### src/rtl/core/rsub_pkg.sv
// ----------------------------------------------------------------------------
// rsub_pkg
// Shared types and constants for the rectangle subtraction block.
// ----------------------------------------------------------------------------
package rsub_pkg;

   // Default coordinate width. Sizes are one bit narrower.
   localparam int COORD_BITS_DEF = 16;

   // One slot for each possible piece: left, right, top, bottom.
   localparam int NUM_SLOTS = 4;
   localparam int SLOT_BITS = $clog2(NUM_SLOTS);
   localparam int KIND_BITS = 3;

   typedef enum logic [KIND_BITS-1:0] {
      KIND_LEFT   = 3'd0,
      KIND_RIGHT  = 3'd1,
      KIND_TOP    = 3'd2,
      KIND_BOTTOM = 3'd3,
      KIND_WHOLE  = 3'd4
   } kind_type;

   // Control handed from the geometry logic to the piece buffer.
   typedef struct packed {
      logic                 whole;  // slot 0 carries A unchanged
      logic [NUM_SLOTS-1:0] mask;   // slots that hold a non-empty piece
   } piece_ctl_type;

endpackage

### src/rtl/core/rsub_geom.sv
// ----------------------------------------------------------------------------
// rsub_geom
// Intersection test and piece geometry for one pair of rectangles.
// ----------------------------------------------------------------------------
module rsub_geom #(
   parameter int COORD_BITS = rsub_pkg::COORD_BITS_DEF
) (
   input  logic signed [COORD_BITS-1:0] a_x,
   input  logic signed [COORD_BITS-1:0] a_y,
   input  logic        [COORD_BITS-2:0] a_w,
   input  logic        [COORD_BITS-2:0] a_h,
   input  logic signed [COORD_BITS-1:0] b_x,
   input  logic signed [COORD_BITS-1:0] b_y,
   input  logic        [COORD_BITS-2:0] b_w,
   input  logic        [COORD_BITS-2:0] b_h,
   output logic        [COORD_BITS-1:0] slot_x [rsub_pkg::NUM_SLOTS],
   output logic        [COORD_BITS-1:0] slot_y [rsub_pkg::NUM_SLOTS],
   output logic        [COORD_BITS-2:0] slot_w [rsub_pkg::NUM_SLOTS],
   output logic        [COORD_BITS-2:0] slot_h [rsub_pkg::NUM_SLOTS],
   output rsub_pkg::piece_ctl_type      ctl
);
   import rsub_pkg::*;

   // Far edges need one extra bit so the sums never overflow.
   localparam int EW = COORD_BITS + 1;

   logic signed [EW-1:0] ax_e, ay_e, bx_e, by_e;
   logic signed [EW-1:0] ar, ab, br, bb;
   logic signed [EW-1:0] ix, iy, ixr, iyb;
   logic signed [EW-1:0] left_w, right_w, mid_w, top_h, bot_h;
   logic                 hit;
   logic                 has_left, has_right, has_top, has_bot;

   assign ax_e = {a_x[COORD_BITS-1], a_x};
   assign ay_e = {a_y[COORD_BITS-1], a_y};
   assign bx_e = {b_x[COORD_BITS-1], b_x};
   assign by_e = {b_y[COORD_BITS-1], b_y};

   assign ar = ax_e + $signed({2'b00, a_w});
   assign ab = ay_e + $signed({2'b00, a_h});
   assign br = bx_e + $signed({2'b00, b_w});
   assign bb = by_e + $signed({2'b00, b_h});

   // Empty rectangles and rectangles that only touch do not intersect.
   assign hit = (|a_w) && (|a_h) && (|b_w) && (|b_h) &&
                (ax_e < br) && (bx_e < ar) && (ay_e < bb) && (by_e < ab);

   assign ix  = (ax_e > bx_e) ? ax_e : bx_e;
   assign iy  = (ay_e > by_e) ? ay_e : by_e;
   assign ixr = (ar < br) ? ar : br;
   assign iyb = (ab < bb) ? ab : bb;

   assign has_left  = hit && (ix > ax_e);
   assign has_right = hit && (ixr < ar);
   assign has_top   = hit && (iy > ay_e);
   assign has_bot   = hit && (iyb < ab);

   assign left_w  = ix - ax_e;
   assign right_w = ar - ixr;
   assign mid_w   = ixr - ix;
   assign top_h   = iy - ay_e;
   assign bot_h   = ab - iyb;

   // Slot 0 doubles as the whole-A piece when there is no intersection.
   assign slot_x[0] = a_x;
   assign slot_y[0] = a_y;
   assign slot_w[0] = hit ? left_w[COORD_BITS-2:0] : a_w;
   assign slot_h[0] = a_h;

   assign slot_x[1] = ixr[COORD_BITS-1:0];
   assign slot_y[1] = a_y;
   assign slot_w[1] = right_w[COORD_BITS-2:0];
   assign slot_h[1] = a_h;

   assign slot_x[2] = ix[COORD_BITS-1:0];
   assign slot_y[2] = a_y;
   assign slot_w[2] = mid_w[COORD_BITS-2:0];
   assign slot_h[2] = top_h[COORD_BITS-2:0];

   assign slot_x[3] = ix[COORD_BITS-1:0];
   assign slot_y[3] = iyb[COORD_BITS-1:0];
   assign slot_w[3] = mid_w[COORD_BITS-2:0];
   assign slot_h[3] = bot_h[COORD_BITS-2:0];

   // A fully covered A leaves every flag clear, so no piece is sent.
   assign ctl.whole = !hit;
   assign ctl.mask  = hit ? {has_bot, has_top, has_right, has_left}
                          : NUM_SLOTS'(1);

endmodule

### src/rtl/core/rsub_emit.sv
// ----------------------------------------------------------------------------
// rsub_emit
// Piece buffer that sends the pending pieces of one item, one per cycle.
// ----------------------------------------------------------------------------
module rsub_emit #(
   parameter int COORD_BITS = rsub_pkg::COORD_BITS_DEF
) (
   input  logic                          clock,
   input  logic                          reset,
   input  logic                          load,
   input  logic [COORD_BITS-1:0]         in_x [rsub_pkg::NUM_SLOTS],
   input  logic [COORD_BITS-1:0]         in_y [rsub_pkg::NUM_SLOTS],
   input  logic [COORD_BITS-2:0]         in_w [rsub_pkg::NUM_SLOTS],
   input  logic [COORD_BITS-2:0]         in_h [rsub_pkg::NUM_SLOTS],
   input  rsub_pkg::piece_ctl_type       in_ctl,
   output logic                          free,
   output logic                          out_valid,
   output logic [COORD_BITS-1:0]         out_x,
   output logic [COORD_BITS-1:0]         out_y,
   output logic [COORD_BITS-2:0]         out_w,
   output logic [COORD_BITS-2:0]         out_h,
   output rsub_pkg::kind_type            out_kind,
   output logic                          out_last
);
   import rsub_pkg::*;

   logic [COORD_BITS-1:0] x_ff [NUM_SLOTS];
   logic [COORD_BITS-1:0] y_ff [NUM_SLOTS];
   logic [COORD_BITS-2:0] w_ff [NUM_SLOTS];
   logic [COORD_BITS-2:0] h_ff [NUM_SLOTS];
   logic                  whole_ff;
   logic [NUM_SLOTS-1:0]  pend_ff, pend_in, pend_rest;
   logic [SLOT_BITS-1:0]  sel;
   logic                  found;

   // Pending mask with its lowest piece removed.
   assign pend_rest = pend_ff & (pend_ff - NUM_SLOTS'(1));

   // The buffer can take a new item once at most one piece is left.
   assign free     = (pend_rest == '0);
   assign out_valid = |pend_ff;
   assign out_last  = out_valid && free;

   always_comb begin
      sel   = '0;
      found = 1'b0;
      for (int i = 0; i < NUM_SLOTS; i++) begin
         if (!found && pend_ff[i]) begin
            sel   = SLOT_BITS'(i);
            found = 1'b1;
         end
      end
   end

   assign out_x    = x_ff[sel];
   assign out_y    = y_ff[sel];
   assign out_w    = w_ff[sel];
   assign out_h    = h_ff[sel];
   assign out_kind = whole_ff ? KIND_WHOLE : kind_type'(KIND_BITS'(sel));

   assign pend_in = load ? in_ctl.mask : pend_rest;

   always_ff @(posedge clock) begin
      if (reset) begin
         pend_ff <= '0;
      end else begin
         pend_ff <= pend_in;
      end
   end

   always_ff @(posedge clock) begin
      if (load) begin
         x_ff     <= in_x;
         y_ff     <= in_y;
         w_ff     <= in_w;
         h_ff     <= in_h;
         whole_ff <= in_ctl.whole;
      end
   end

endmodule

### src/rtl/core/rect_subtract_pieces.sv
// ----------------------------------------------------------------------------
// rect_subtract_pieces
// Rectangle difference A minus B, delivered as up to four pieces.
// ----------------------------------------------------------------------------
// An item is taken when start is high and busy is low. It is registered,
// its pieces are computed from the input register, and it is loaded into
// the piece buffer once that is free; the buffer sends the pieces one per
// cycle on the rsp_ ports, each marked by rsp_valid for a single cycle; the
// receiver cannot stall and must take every piece as it appears. The input
// register and the piece buffer lie between acceptance and the first piece.
// An item holds the piece buffer while it sends its pieces (one to four;
// a fully covered A gives none), and the one-piece-per-cycle buffer sets
// the sustained rate: items that each give a single piece flow at one per
// cycle, items with more pieces more slowly. A new item can be accepted
// while the previous one is still sending its pieces; busy rises only when
// the input register is full and the buffer still has more than one piece
// left to send.
//
// Pieces come in the order left, right, top, bottom, each only when it is
// not empty; the left and right strips span the full height of A, the top
// and bottom strips the width of the intersection. When A and B do not
// overlap (including when either has zero width or height, or they only
// share an edge), A itself is sent as one piece of kind whole. The last
// piece of every item has rsp_last_piece set. A right or bottom strip that
// starts beyond the largest coordinate carries its origin wrapped to the
// coordinate width.
// ----------------------------------------------------------------------------
module rect_subtract_pieces #(
   parameter int COORD_BITS = rsub_pkg::COORD_BITS_DEF
) (
   input  logic                         clock,
   input  logic                         reset,
   input  logic                         start,
   output logic                         busy,
   input  logic signed [COORD_BITS-1:0] req_a_x,
   input  logic signed [COORD_BITS-1:0] req_a_y,
   input  logic        [COORD_BITS-2:0] req_a_w,
   input  logic        [COORD_BITS-2:0] req_a_h,
   input  logic signed [COORD_BITS-1:0] req_b_x,
   input  logic signed [COORD_BITS-1:0] req_b_y,
   input  logic        [COORD_BITS-2:0] req_b_w,
   input  logic        [COORD_BITS-2:0] req_b_h,
   output logic                         rsp_valid,
   output logic signed [COORD_BITS-1:0] rsp_piece_x,
   output logic signed [COORD_BITS-1:0] rsp_piece_y,
   output logic        [COORD_BITS-2:0] rsp_piece_w,
   output logic        [COORD_BITS-2:0] rsp_piece_h,
   output logic [rsub_pkg::KIND_BITS-1:0] rsp_piece_kind,
   output logic                         rsp_last_piece
);
   import rsub_pkg::*;

   // Input register holding one accepted item.
   logic                         item_valid_ff, item_valid_in;
   logic signed [COORD_BITS-1:0] a_x_ff, a_y_ff, b_x_ff, b_y_ff;
   logic        [COORD_BITS-2:0] a_w_ff, a_h_ff, b_w_ff, b_h_ff;

   logic [COORD_BITS-1:0] slot_x [NUM_SLOTS];
   logic [COORD_BITS-1:0] slot_y [NUM_SLOTS];
   logic [COORD_BITS-2:0] slot_w [NUM_SLOTS];
   logic [COORD_BITS-2:0] slot_h [NUM_SLOTS];
   piece_ctl_type         slot_ctl;

   logic                  buf_free;
   logic                  buf_load;
   logic                  accept;
   logic [COORD_BITS-1:0] out_x, out_y;
   kind_type              out_kind;

   // The registered item moves into the piece buffer as soon as the buffer
   // is sending its final piece or is empty.
   assign buf_load = item_valid_ff && buf_free;
   assign busy     = item_valid_ff && !buf_free;
   assign accept   = start && !busy;

   assign item_valid_in = accept ? 1'b1 : (buf_load ? 1'b0 : item_valid_ff);

   always_ff @(posedge clock) begin
      if (reset) begin
         item_valid_ff <= 1'b0;
      end else begin
         item_valid_ff <= item_valid_in;
      end
   end

   always_ff @(posedge clock) begin
      if (accept) begin
         a_x_ff <= req_a_x;
         a_y_ff <= req_a_y;
         a_w_ff <= req_a_w;
         a_h_ff <= req_a_h;
         b_x_ff <= req_b_x;
         b_y_ff <= req_b_y;
         b_w_ff <= req_b_w;
         b_h_ff <= req_b_h;
      end
   end

   rsub_geom #(
      .COORD_BITS (COORD_BITS)
   ) u_geom (
      .a_x    (a_x_ff),
      .a_y    (a_y_ff),
      .a_w    (a_w_ff),
      .a_h    (a_h_ff),
      .b_x    (b_x_ff),
      .b_y    (b_y_ff),
      .b_w    (b_w_ff),
      .b_h    (b_h_ff),
      .slot_x (slot_x),
      .slot_y (slot_y),
      .slot_w (slot_w),
      .slot_h (slot_h),
      .ctl    (slot_ctl)
   );

   rsub_emit #(
      .COORD_BITS (COORD_BITS)
   ) u_emit (
      .clock     (clock),
      .reset     (reset),
      .load      (buf_load),
      .in_x      (slot_x),
      .in_y      (slot_y),
      .in_w      (slot_w),
      .in_h      (slot_h),
      .in_ctl    (slot_ctl),
      .free      (buf_free),
      .out_valid (rsp_valid),
      .out_x     (out_x),
      .out_y     (out_y),
      .out_w     (rsp_piece_w),
      .out_h     (rsp_piece_h),
      .out_kind  (out_kind),
      .out_last  (rsp_last_piece)
   );

   assign rsp_piece_x    = $signed(out_x);
   assign rsp_piece_y    = $signed(out_y);
   assign rsp_piece_kind = out_kind;

`ifndef NO_ASSERTIONS
   // A piece that is not the last of its item is always followed directly
   // by another piece of the same item.
   a_pieces_contiguous : assert property (@(posedge clock) disable iff (reset)
      rsp_valid && !rsp_last_piece |=> rsp_valid)
      else $error("piece stream of an item broke off before its last piece");

   // A whole-A piece is always marked as the last piece of its item.
   a_whole_is_last : assert property (@(posedge clock) disable iff (reset)
      rsp_valid && (rsp_piece_kind == KIND_WHOLE) |-> rsp_last_piece)
      else $error("whole-A piece not marked as last");

   // A stalled item stays in the input register until the buffer takes it.
   a_item_held : assert property (@(posedge clock) disable iff (reset)
      busy |=> item_valid_ff)
      else $error("registered item lost while stalled");
`endif

endmodule

### config.mk
export PLATFORM = sky130hd
export DESIGN_NAME = rect_subtract_pieces
export DESIGN_NICKNAME = d
export VERILOG_FILES = /design/src/rtl/core/rsub_pkg.sv /design/src/rtl/core/rsub_geom.sv /design/src/rtl/core/rsub_emit.sv /design/src/rtl/core/rect_subtract_pieces.sv
export SDC_FILE = /design/constraint.sdc
export NUM_CORES = 1
export LEC_CHECK = 0
export BUFFER_PORTS_ARGS = -buffer_cell sky130_fd_sc_hd__buf_4
export CAP_MARGIN = 20
export CORE_ASPECT_RATIO = 0.9
export CORE_UTILIZATION = 44
export DETAILED_ROUTE_END_ITERATION = 6
export PLACE_DENSITY = 0.59
export REMOVE_ABC_BUFFERS = 1
export SLEW_MARGIN = 20
export SYNTH_ARGS = -nofsm -noshare
export SYNTH_HDL_FRONTEND = slang
export SYNTH_HIERARCHICAL = 1
export SYNTH_SLANG_ARGS = --single-unit
### constraint.sdc
create_clock -name clock -period 22.6 [get_ports clock]
set_input_delay 4.52 -clock clock [delete_from_list [all_inputs] [get_ports clock]]
set_output_delay 4.52 -clock clock [all_outputs]
set_load 0.03 [all_outputs]
**After elaboration in Yosys (flattened, before gate mapping)**

Index checks and enable logic that the tools add are counted.

- Add/sub/neg operators: 10
- Magnitude comparators: 13
- Mux-type cells: 28
- Bitwise gates (word level): 2
- Reductions and logical operators: 31

Operator list:

| operator | number |
|---|---|
| 15-bit two-way mux | 5 |
| 15-bit subtractor | 5 |
| 16-bit by 16-bit adder with 17-bit output | 4 |
| 16-bit by 17-bit < comparator with 1-bit output | 4 |
| 17-bit < comparator | 4 |
| 17-bit two-way mux | 4 |
| 16-bit binary-select mux with 2-bit select | 2 |
| 16-bit two-way mux | 4 |
| 15-bit binary-select mux with 2-bit select | 2 |
| 15-bit OR reduction | 4 |
| 17-bit by 16-bit > comparator with 1-bit output | 2 |
| 16-bit > comparator | 2 |
| 1-bit logical AND | 18 |
| 4-bit two-way mux | 2 |
| 1-bit logical NOT | 6 |
| 1-bit two-way mux | 6 |
| 4-bit AND | 1 |
| 4-bit logical NOT | 1 |
| 2-bit two-way mux | 2 |
| 4-bit OR reduction | 1 |
| 4-bit by 1-bit subtractor with 4-bit output, second input constant | 1 |
| 3-bit >= comparator, second input constant | 1 |
| 3-bit two-way mux | 1 |
| 2-bit inverter with 3-bit output | 1 |
| 2-bit nonzero test | 1 |

- Flip-flop bits (word level): 300
- Input port bits: 127
- Output and inout port bits: 68
- Word-level logic and storage cells: 106

**Longest topological paths before layout**

- Depth after elaboration: 14
- Mapped depth: 34
- Depth with buffers taken out: 33

**Hierarchy**

The synthesis kept the hierarchy.

Modules (own cells, without submodules):

| module | instances | cells an instance | area an instance (um^2) | sequential area each (um^2) |
|---|---|---|---|---|
| rsub_geom | 1 | 1573 | 11701.2 | 0.0 |
| rsub_emit | 1 | 359 | 9242.6 | 7557.2 |
| rect_subtract_pieces | 1 | 129 | 3779.9 | 3743.6 |

**Worst setup path before layout**

OpenSTA, ideal clock, no wires.

- Path kind: in2reg
- Start point: input start
- End point: register a_h_ff[0] (enable)
- Library setup time: 0.621 ns
- Arrival: 9.897 ns
- Required time: 21.979 ns
- Path slack: 12.081 ns
- Cell stages on the path: 1
- Buffers on the path: 0
- Path through: nor2b_1

- Longest elaborated chain between the ends: 1

RTL lines:

| item | RTL line | source |
|---|---|---|
| from (decl) | rect_subtract_pieces.sv:33 | `input logic start,` |
| 1-bit logical AND | rect_subtract_pieces.sv:74 | `assign accept = start && !busy;` |
| to (signal assigned) | rect_subtract_pieces.sv:91 | `a_h_ff <= req_a_h;` |
| to (decl) | rect_subtract_pieces.sv:56 | `logic [COORD_BITS-2:0] a_w_ff, a_h_ff, b_w_ff, b_h_ff;` |

Every way passes these cells.
A chain may end at the register's enable or synchronous reset.

==> metrics.md <==
| Metric | Value |
|---|---|
| Placed insts | 2,867 |
| Cts bufs inserted | 42 |
| Gpl congestion | between 0.9 and 1 |
| Library cells used by synthesis | 75 |
| WP data required | roughly 23 ns |
| CTS max path bufs | 3 |
| Synth Flop Type | edfxtp_1 |
| DRT Pass-1 Iters | 5 |
| Nets | ~2,600 |
| Number of flops mapped to enable cells by yosys | roughly 370 |
| Setup_tns | 0 ns |
| Seq/Total Area, Yosys | approximately 46% |
| Outcome | completed |
| Clock Latency Late Sink | just under 0.6 ns |
| Die X-Extent | between 200 and 300 um |
| Tmin final | ~8.6 ns |
| Chip height | 226.9 um |
| First-pass GRT wire length | 96.50 mm |
| Full die area | around 57,000 um2 |
| Iter 0 DRT Violations | approximately 1,500 |
| Top Ports | between 150 and 200 |
| Total GRT Usage | 22.53% |
| Slowest Stage Delay on Critical Path | ~0.80 ns |
| CP Capture Type | flop |
| HP Class | flop to flop |
| Worst IR Drop VDD | between 0.05 and 0.06 mV |
| Number of global-route vias before repair | roughly 16,000 |
| Post-layout util | just under 50% |
| H-tree levels | 2 |
| WL/cell | approximately 22 um |
| Max_cap viols | 0 |
| Final hold violation count | 0 |
| Maximum fanout along the worst path | 40 |
| RSZ-0062 raised after global routing | no |
| Post-CTS setup buffers | 0 |
| YS warnings | 6 |
| Layout cells sized above 1 | between 15 and 20% |
| Ant diodes | 0 |
| Area added between synthesis and finish | 11.26% |
| CTS Sinks | 378 |
| Port buffer count | just under 200 |
| Largest net degree at the start of global routing | between 80 and 90 |
| Placeable Area | between 50,000 and 60,000 um2 |
| Top cells by count, synth | edfxtp_1, ha_1, inv_1 |
| Yosys top cell area share | between 40% and 50% |
| Drt drc | 0 |
| Synth top area cells | edfxtp_1, ha_1, mux4_2 |
| CP arrival | approximately 9.0 ns |
| Post-Synthesis Cells | slightly above 2,000 |
| Max-slew violation count | 0 |
| Post-synthesis async set-or-reset flop share | 0% |
| CP Launch Type | flop |
| Max-slew headroom | between 30% and 40% |
| Routed via count | between 15,000 and 20,000 |
| CTS clk-pin slew, worst paths | 0.06 ns |
| Synth area leader | edfxtp_1 |
| Final worst slack | 13.98 ns |
| Seq cells post-synth | about 380 |
| Non-filler instance count after layout | 2,946 |
| Detail Placement HPWL | 50.30 mm |
| Count leader, synth | edfxtp_1 |
| Post-CTS Hold Fix Bufs | 0 |
| Grt total ovfl | 0 |
| Pwr dens | 91.50 nW/um2 |
| Pwr Total | roughly 2500 uW |
| Std-Cell Rows | 82 |
| Least-Margin Pin Slew | between 1 and 1.5 ns |
| Via density per instance | between 5 and 6 |
| Static Leak | ~0.012 uW |
| Netlist Area Pre-Place | 24,720 um2 |
| Root buffer cell | clkbuf_16 |
| Setup violations, final | 0 |
| ANT nets after route | 0 |
| Initial Util | about 44% |
| CP max-delay cell | o41ai_1 |
| Post_cts resized | 0 |
| Crit path kind | flop to flop |
| Max Fclk | between 0.1 and 0.15 GHz |
| Period utilisation layout | a little under two fifths |
| Clock Skews | between 0.04 and 0.05 ns |
| Pre-CTS setup slack | about 14 ns |
| Initial antenna violation count | 1 |
| Avg Cell Area, Syn | roughly 12 um2 |
| Routed wire length | 64.40 mm |
| CTS tree | done |
## cell type report
class                           instances  area (um2)
Fill cell                            4982       28100
Multi-Input combinational cell       1328       11540
Sequential cell                       378       11300
Timing Repair Buffer                  208        1594
Clock buffer                           51        1106
Tap cell                              756       945.9
Inverter                              199       747.0
Clock inverter                         26       271.5
## kinds of logic (layout without fill, tap and decap cells)
logic type      after synthesis  in the layout  synth area share [%]
compound gates              430            430                 11.54
flops                       378            378                 45.71
simple gates                372            372                 7.611
buf+inv                     355            484                 7.692
fa+ha+maj                   299            299                 15.36
mux                         131            131                 8.684
xor+xnor                     96             96                 3.401
## through the flow
stage / instance area, um2 / hold WS (ns)
2_1_floorplan: 23570 / 0.4733
3_3_place_gp: 26080 / 0.5174
3_5_place_dp: 26080 / 0.5393
4_1_cts: 27460 / 0.5551
5_1_grt: 27510 / 0.5708
6_report: 27510 / 0.5453
## routing by layer
metal | vias to the layer above | wire length [um] | track usage (%)
met5 | - | 0 | 0
met4 | 0 | 937 | 4.536
met3 | 61 | 3634 | 2.767
met2 | 501 | 26960 | 32.39
met1 | 8001 | 32870 | 35.95
li1 | 7763 | - | -
## sequential cells by signal, indices dropped and copies added (netlist names)
| register | flops |
|---|---|
| u_emit/x_ff | 64 |
| u_emit/y_ff | 64 |
| u_emit/h_ff | 60 |
| u_emit/w_ff | 60 |
| a_x_ff | 16 |
| a_y_ff | 16 |
| b_x_ff | 16 |
| b_y_ff | 16 |
| a_h_ff | 15 |
| a_w_ff | 15 |
| b_h_ff | 15 |
| b_w_ff | 15 |
| u_emit/pend_ff | 4 |
| item_valid_ff | 1 |
| u_emit/whole_ff | 1 |
## critical path, delay by kind of cell (launching register included)
kind	cells	cell delay, ns
AOI/OAI and AO/OA	15	4.12
adders and majority gates	5	1.65
and+or+nand+nor	6	1.63
DFF	1	0.46
buffers and inverters	2	0.37
xor gates and xnor gates	1	0.15
## cells in the final DEF (no fill, tap or decap), drive strengths merged, types with 24 or more instances in the layout
cell type	synthesis	routed
edfxtp	373	373
ha	284	284
buf	149	208
inv	199	202
nor2	125	125
a21oi	103	103
o21ai	91	91
a21o	75	75
xnor2	64	64
mux4	62	62
nand2	55	55
clkbuf	7	51
mux2i	48	48
nor2b	40	40
xor2	32	32
o21a	31	31
nor3	27	27
nand3	25	25
nand4	25	25
nor4	24	24
## final timing paths
kind	from	endpoint	slack, ns	cells past startpoint
worst min-delay path	a_h_ff[11]$_DFFE_PP_	u_emit/h_ff[56]$_DFFE_PP_	0.55	0
worst min register to register	a_h_ff[11]$_DFFE_PP_	u_emit/h_ff[56]$_DFFE_PP_	0.55	0
worst max register to register	b_x_ff[0]$_DFFE_PP_	u_emit/w_ff[28]$_DFFE_PP_	13.98	29
worst max-delay path	b_x_ff[0]$_DFFE_PP_	u_emit/w_ff[28]$_DFFE_PP_	13.98	29
## report_power, final
part           total (uW)  switching, uW  leakage [uW]  internal, uW
Combinational         894            530       0.00725           364
Clock                 685            287      0.000662           398
Sequential            937           38.8       0.00359           899
No activity file was read; power rests on OpenSTA's default activity.
